[src/rtl/vog_pkg.sv]
// ----------------------------------------------------------------------------
// vog_pkg
// Shared types, sizes and register codes for the voxel occupancy grid.
// ----------------------------------------------------------------------------
package vog_pkg;

  localparam int X_CELLS = 64;
  localparam int Y_CELLS = 64;
  localparam int Z_CELLS = 32;

  localparam int XW    = (X_CELLS > 1) ? $clog2(X_CELLS) : 1;
  localparam int YW    = (Y_CELLS > 1) ? $clog2(Y_CELLS) : 1;
  localparam int ZW    = (Z_CELLS > 1) ? $clog2(Z_CELLS) : 1;
  localparam int IDX_W = (XW > YW) ? ((XW > ZW) ? XW : ZW) : ((YW > ZW) ? YW : ZW);

  localparam int ROWS   = X_CELLS * Y_CELLS;
  localparam int ROW_AW = (ROWS > 1) ? $clog2(ROWS) : 1;

  localparam int CFG_AW = 3;
  localparam int CFG_DW = 32;

  localparam logic [CFG_AW-1:0] REG_ORIGIN_X  = 3'd0;
  localparam logic [CFG_AW-1:0] REG_ORIGIN_Y  = 3'd1;
  localparam logic [CFG_AW-1:0] REG_ORIGIN_Z  = 3'd2;
  localparam logic [CFG_AW-1:0] REG_LIMIT_X   = 3'd3;
  localparam logic [CFG_AW-1:0] REG_LIMIT_Y   = 3'd4;
  localparam logic [CFG_AW-1:0] REG_LIMIT_Z   = 3'd5;
  localparam logic [CFG_AW-1:0] REG_CELL_SIZE = 3'd6;
  localparam logic [CFG_AW-1:0] REG_CELL_INV  = 3'd7;

  localparam logic [31:0] RST_ORIGIN    = 32'd0;
  localparam logic [31:0] RST_LIMIT_XY  = 32'd4194304;
  localparam logic [31:0] RST_LIMIT_Z   = 32'd2097152;
  localparam logic [31:0] RST_CELL_SIZE = 32'd65536;
  localparam logic [31:0] RST_CELL_INV  = 32'd65536;

  localparam logic FUNC_MARK  = 1'b0;
  localparam logic FUNC_QUERY = 1'b1;

  localparam int Q_DEPTH = 4;
  localparam int Q_AW    = $clog2(Q_DEPTH);

  typedef struct packed {
    logic               func;
    logic signed [31:0] pos_x;
    logic signed [31:0] pos_y;
    logic signed [31:0] pos_z;
  } in_t;

  typedef struct packed {
    logic               is_free;
    logic        [5:0]  cell_x;
    logic        [5:0]  cell_y;
    logic        [4:0]  cell_z;
    logic signed [31:0] centre_x;
    logic signed [31:0] centre_y;
    logic signed [31:0] centre_z;
  } out_t;

  typedef struct packed {
    logic signed [31:0] origin_x;
    logic signed [31:0] origin_y;
    logic signed [31:0] origin_z;
    logic signed [31:0] limit_x;
    logic signed [31:0] limit_y;
    logic signed [31:0] limit_z;
    logic        [31:0] cell_size;
    logic        [31:0] cell_inv;
  } cfg_t;

  typedef struct packed {
    logic             func;
    logic [IDX_W-1:0] ix;
    logic [IDX_W-1:0] iy;
    logic [IDX_W-1:0] iz;
  } q_entry_t;

  function automatic logic [IDX_W-1:0] sat_idx(input logic [31:0] hi, input int cells);
    logic [31:0] top;
    top = 32'(cells - 1);
    if (hi > top) begin
      sat_idx = IDX_W'(top);
    end else begin
      sat_idx = hi[IDX_W-1:0];
    end
  endfunction

endpackage

[src/rtl/vog_fifo.sv]
// ----------------------------------------------------------------------------
// vog_fifo
// Small register queue of classified items between front and back.
// ----------------------------------------------------------------------------
module vog_fifo import vog_pkg::*; (
  input  logic     clk,
  input  logic     rst_n,
  input  logic     push,
  input  q_entry_t wdata,
  input  logic     pop,
  output q_entry_t rdata,
  output logic     full,
  output logic     empty
);

  q_entry_t        slot_r [Q_DEPTH];
  logic [Q_AW-1:0] wp_r, rp_r;
  logic [Q_AW:0]   cnt_r, cnt_nxt;

  assign full  = (cnt_r == (Q_AW+1)'(Q_DEPTH));
  assign empty = (cnt_r == '0);
  assign rdata = slot_r[rp_r];

  always_comb begin
    cnt_nxt = cnt_r;
    if (push && !pop) begin
      cnt_nxt = cnt_r + 1'b1;
    end else if (pop && !push) begin
      cnt_nxt = cnt_r - 1'b1;
    end
  end

  always_ff @(posedge clk) begin
    if (!rst_n) begin
      wp_r  <= '0;
      rp_r  <= '0;
      cnt_r <= '0;
    end else begin
      cnt_r <= cnt_nxt;
      if (push) begin
        wp_r <= wp_r + 1'b1;
      end
      if (pop) begin
        rp_r <= rp_r + 1'b1;
      end
    end
  end

  always_ff @(posedge clk) begin
    if (push) begin
      slot_r[wp_r] <= wdata;
    end
  end

endmodule

[config.mk]
export PLATFORM = sky130hd
export DESIGN_NAME = vog_fifo
export DESIGN_NICKNAME = d
export VERILOG_FILES = /design/src/rtl/vog_pkg.sv /design/src/rtl/vog_fifo.sv
export SDC_FILE = /design/constraint.sdc
export NUM_CORES = 1
export LEC_CHECK = 0
export ABC_AREA = 1
export BUFFER_PORTS_ARGS = -buffer_cell sky130_fd_sc_hd__buf_4
export CAP_MARGIN = 20
export CORE_ASPECT_RATIO = 0.7
export CORE_MARGIN = 4
export CORE_UTILIZATION = 50
export CTS_CLUSTER_SIZE = 24
export DETAILED_ROUTE_END_ITERATION = 12
export PLACE_DENSITY = 0.7
export SLEW_MARGIN = 20
export SYNTH_ARGS = -nofsm -noshare
export SYNTH_HDL_FRONTEND = slang
export SYNTH_SLANG_ARGS = --single-unit
export TNS_END_PERCENT = 20
[constraint.sdc]
create_clock -name clk -period 3.3 [get_ports clk]
set_input_delay 0.66 -clock clk [delete_from_list [all_inputs] [get_ports clk]]
set_output_delay 0.66 -clock clk [all_outputs]
set_load 0.01 [all_outputs]
Yosys cells after proc, flatten, opt, wreduce, memory -nomap -nowiden
Memory sizes are Yosys's and may differ from the RTL's. A register that Yosys moved wholly into a read port is not among the register bits.
Index checks and enable logic that the tools add are counted.
{"block": "word_totals", "latchBits": 0, "mem_count": 1, "output_inout_bits": 21, "ff_bits": 7, "ram_bits": 76, "romBits": 0}
{"block": "classes", "mul": 0, "shifts": 0, "n_div": 0, "reduce_logical": 6, "n_eq_ne": 1, "n_mux": 6, "n_lt_le_gt_ge": 0, "bitwise_logic": 0, "n_addsub": 4}
{"memory": "slot_r", "words": 4, "word_bits": 19, "rd": 1, "rd_clocked_by_memory_dff": 1, "wr": 1, "line_no": "vog_fifo.sv:16", "text": "q_entry_t slot_r [Q_DEPTH];"}
{"cell": "$mux 3", "n": 2}
{"cell": "$add 2x1->2 const B", "n": 2}
{"cell": "$mux 2", "n": 2}
{"cell": "$add 3x1->3 const B", "n": 1}
{"cell": "$eq 3x3->1 const B", "n": 1}
{"cell": "$logic_not 3->1", "n": 1}
{"cell": "$sub 3x1->3 const B", "n": 1}
{"cell": "$logic_and 1x1->1", "n": 2}
{"cell": "$logic_not 1->1", "n": 2}
{"cell": "$mux 1", "n": 2}
{"cell": "$reduce_bool 2->1", "n": 1}

Longest topological paths before layout
{"block": "depth", "ltp_word": 4, "ltp_mapped": 10}

Least setup slack after synthesis
OpenSTA, ideal clock, no wires.
{"block": "synth_path", "path_type": "in2reg", "startpoint": "in pop", "endpoint": "reg cnt_r[2]", "path_buffers": 0, "path_slack_ps": 1653, "setup_time_ps": 110, "path_stages": 10, "arrival_time_ps": 1537, "cell_sequence": "inv_1 -> ha_1 -> inv_1 -> fa_1 -> inv_1 -> nand2_1 -> nand3_1 -> nand2_1 -> inv_1 -> nor2_1"}
{"block": "synth_via", "elab_chain_cells": 3, "elab_cells_between_ends": 5}
{"element": "from (decl)", "line_no": "vog_fifo.sv:10", "text": "input logic pop,"}
{"element": "$logic_not 1->1", "line_no": "vog_fifo.sv:26", "text": "if (push && !pop) begin"}
{"element": "$logic_and 1x1->1", "line_no": "vog_fifo.sv:26"}
{"element": "$mux 3 or $reduce_bool 2->1 (tied branches)"}
{"element": "to (signal assigned)", "line_no": "vog_fifo.sv:39", "text": "cnt_r <= cnt_nxt;"}
{"element": "to (decl)", "line_no": "vog_fifo.sv:18", "text": "logic [Q_AW:0] cnt_r, cnt_nxt;"}
Parallel ways exist; a longest one is shown, timed or not.
A chain may end at the register's enable or synchronous reset.

==> reports/metrics.csv <==
stage;metric;value;unit
placed_design;IO buf count;43;
floorplan;Placeable Area;6306;um^2
clock_network;clock slew at reported path FFs;80;ps
sta;WHS;496.2;ps
pwr;Flop pwr share;52.5;%
critical_path;Worst setup SP type;flop;
clock_network;clock tree root buffer cell;clkbuf_8;
routing;DRC;0;
pwr;Sw Share;22.64;%
clock_network;CTS Buf Count;9;
sta;Slew Limit Headroom;39.34;%
sta;Tcrit/Tclk final;74.72;%
floorplan;Die Wd;105.1;um
floorplan;starting density of the core;52.32;%
floorplan;number of I/O pins;44;
critical_path;Critical Path Fanout Max;19;
cells_and_area;area growth from synthesis to layout;17.60;%
synthesis;xor/xnor share of the synthesized area;0;%
synthesis;most common cell in the netlist;edfxtp_1;
cells_and_area;# diodes;0;
critical_path;crit path cell chain;buf_4, inv_2, o21ai_0, o22ai_1, buf_4;
global_routing;antenna violations before repair;0;
pwr;Net Switching;0.0005357;W
synthesis;Synth Area in Adders;2.503;%
pwr;combinational group share of total power;10.4;%
synthesis;flops & latches, synth;85;
cells_and_area;Finished Layout Cells;370;
synthesis;multiplexer share of the synthesized area;0;%
synthesis;Area contributors post-synth;edfxtp_1 69%, o21ai_0 6.4%, dfxtp_1 5.5%;
synthesis;Post-synth top cells;76 x edfxtp_1, 42 x o21ai_0, 40 x nor2_1;
clock_network;postcts setup bufs;0;
sta;RSZ-0062 raised after global routing;no;
sta;setup tns final;0;ps
critical_path;Setup CP Type;flop to output port;
global_routing;vias in the first global route;1950;
synthesis;synth warn;0;
clock_network;CTS tree;done;
synthesis;top-area cell type share of the netlist area;69.17;%
pwr;Clk network pwr share;37.1;%
cells_and_area;Util after Layout;61.53;%
synthesis;Yosys top cell by area;edfxtp_1;
critical_path;CP required;2640;ps
synthesis;Syn Inst Count;242;
critical_path;Critical Path AT;1810;ps
synthesis;Post-synth ARST share;0;%
critical_path;Worst path slowest cell;dfxtp_1;
routing;WL/cell;16.99;um
clock_network;H-tree depth reported by CTS;3;
routing;Starting DRT DRC Count;122;
pwr;PwrDens;610.0;nW/um^2
pwr;cell-internal power;0.001831;W
synthesis;Post-synth EDFFs;76;
routing;Routed Antenna Nets;0;
placed_design;DPL Wire Length;3745;um
clock_network;cts-stage hold buffer count;0;
synthesis;Cell Area, Synth;3299;um^2
synthesis;count of cell types in the netlist;22;
placed_design;Placer Congestion;0.6999;
floorplan;Die Area;7983;um^2
floorplan;# rows;24;
critical_path;Crit Reg-Reg Startpoint;wp_r[0]$_SDFFE_PN0P_;
synthesis;largest family of logic cells by synthesized area;compound AO/OA/AOI/OAI gates;
outcome;status;completed;
global_routing;global-route wire length before repair;10270;um
critical_path;Critical Path Sink Type;output port;
clock_network;Clock Latency Late Sink;360;ps
clock_network;post_cts resized;0;
floorplan;Die Y;75.97;um
sta;# setup viols final;0;
routing;routed vias/inst;5.346;
sta;final hold viol count;0;
clock_network;clock buffer depth;2;
sta;post-layout min period;2466;ps
routing;DR pass1 iterations;4;
global_routing;GRT Resource Usage Total;16.61;%
global_routing;grt ovf;0;
cells_and_area;NumNets Final;316;
synthesis;Post-Synth Simple-Gate Area;6.788;%
cells_and_area;share of cells above drive strength 1;23.29;%
synthesis;syn nets;271;
placed_design;Cells after DPL;354;
pwr;worst ir drop on vdd;359.2;uV
synthesis;Synth Area in Compound Gates;11.11;%
routing;via count;1978;
clock_network;Clock Sinks;85;
critical_path;Crit path top cell by count;buf_4;
synthesis;Synth Flop Type;edfxtp_1;
synthesis;Synth Area per Inst;13.63;um^2
min_path;hold path start;rp_r[1]$_SDFFE_PN0P_;
job;max_cap viols;0;
sta;worst clock skew;8.610;ps
synthesis;sequential-to-total area share from yosys stat;74.63;%
sta;Worst-Margin Slew;908.8;ps
routing;final wirelength;6287;um
critical_path;Worst path max stage delay;440;ps
pwr;leakage power;1.447;nW
global_routing;largest net degree at the start of global routing;39;
sta;Slew Limit Fails;0;
sta;fmax;405.6;MHz
min_path;Hold WC Path Type;flop to flop;
==> layer usage <==
metal	vias up	track usage (%)	part of all wire [%]
li1	965	-	-
met1	958	23.47	47
met2	48	24.46	47
met3	7	5.603	4.7
met4	0	5.111	1.2
met5	-	0	0
==> sequential cells by signal (all words and copies together), names as in the netlist, named ones only <==
signal	flops
slot_r	76
cnt_r	3
rp_r	2
wp_r	2
==> area by class of cell <==
class,instances,area (um^2)
clock buffer,9,123.9
tap,78,97.59
sequential,85,2462
multi-input combinational,129,673.1
clock inverter,7,121.4
timing repair buffer,45,337.8
inverter,17,63.81
fill,478,2426
==> power groups by stage <==
stage	logic [W]	clock network (W)	registers [W]
2_1_floorplan	0.000142	0	0.00126
3_3_place_gp	0.000244	0	0.00127
3_5_place_dp	0.000249	0	0.00127
4_1_cts	0.000250	0.000892	0.00124
5_1_grt	0.000273	0.000940	0.00125
6_report	0.000247	0.000877	0.00124
==> path summary, 6_finish.rpt <==
kind,to,slack [ps],depth (start not counted)
hold / removal,flop,500,1
setup reg to reg,slot_r[0][3]$_DFFE_PP_,1610,4
setup / recovery,rdata[16],830,5
hold reg to reg,flop,500,1
==> cells in the final DEF, fill, tap and decap left out <==
cell type / n
edfxtp_1: 76
buf_4: 45
o21ai_0: 42
nor2_1: 40
o22ai_1: 19
inv_1: 15
nand2_1: 9
dfxtp_1: 9
clkbuf_8: 9
ha_1: 5
a21oi_1: 4
nor2_2: 3
bufinv_16: 3
inv_2: 2
o21ai_2: 2
nor3_1: 2
clkinv_4: 2
nand3_1: 1
nand4_1: 1
fa_1: 1
inv_6: 1
clkinv_2: 1
==> critical path, delay by kind of cell (launching register included) <==
kind | cells | cell delay (ps)
DFF | 1 | 440
AOI/OAI and AO/OA | 2 | 350
buffers and inverters | 3 | 670
==> per-stage QoR <==
stage                     area [um^2]  setup slack (ps)  power, W
after detailed placement         3635              1234  0.001516
after global placement           3635              1283  0.001510
final                            3880             834.3  0.002367
after CTS                        3880             835.0  0.002385
after floorplan                  3299              1653  0.001403
after global routing             3880             639.2  0.002461
==> cell families (layout without fill, tap and decap cells) <==
logic type | after synthesis | count (layout)
adders and majority gates | 6 | 6
buffers and inverters | 28 | 78
DFF | 85 | 85
AOI/OAI and AO/OA | 67 | 67
and+or+nand+nor | 56 | 56
Note: power is estimated with default switching activity, not from simulation.
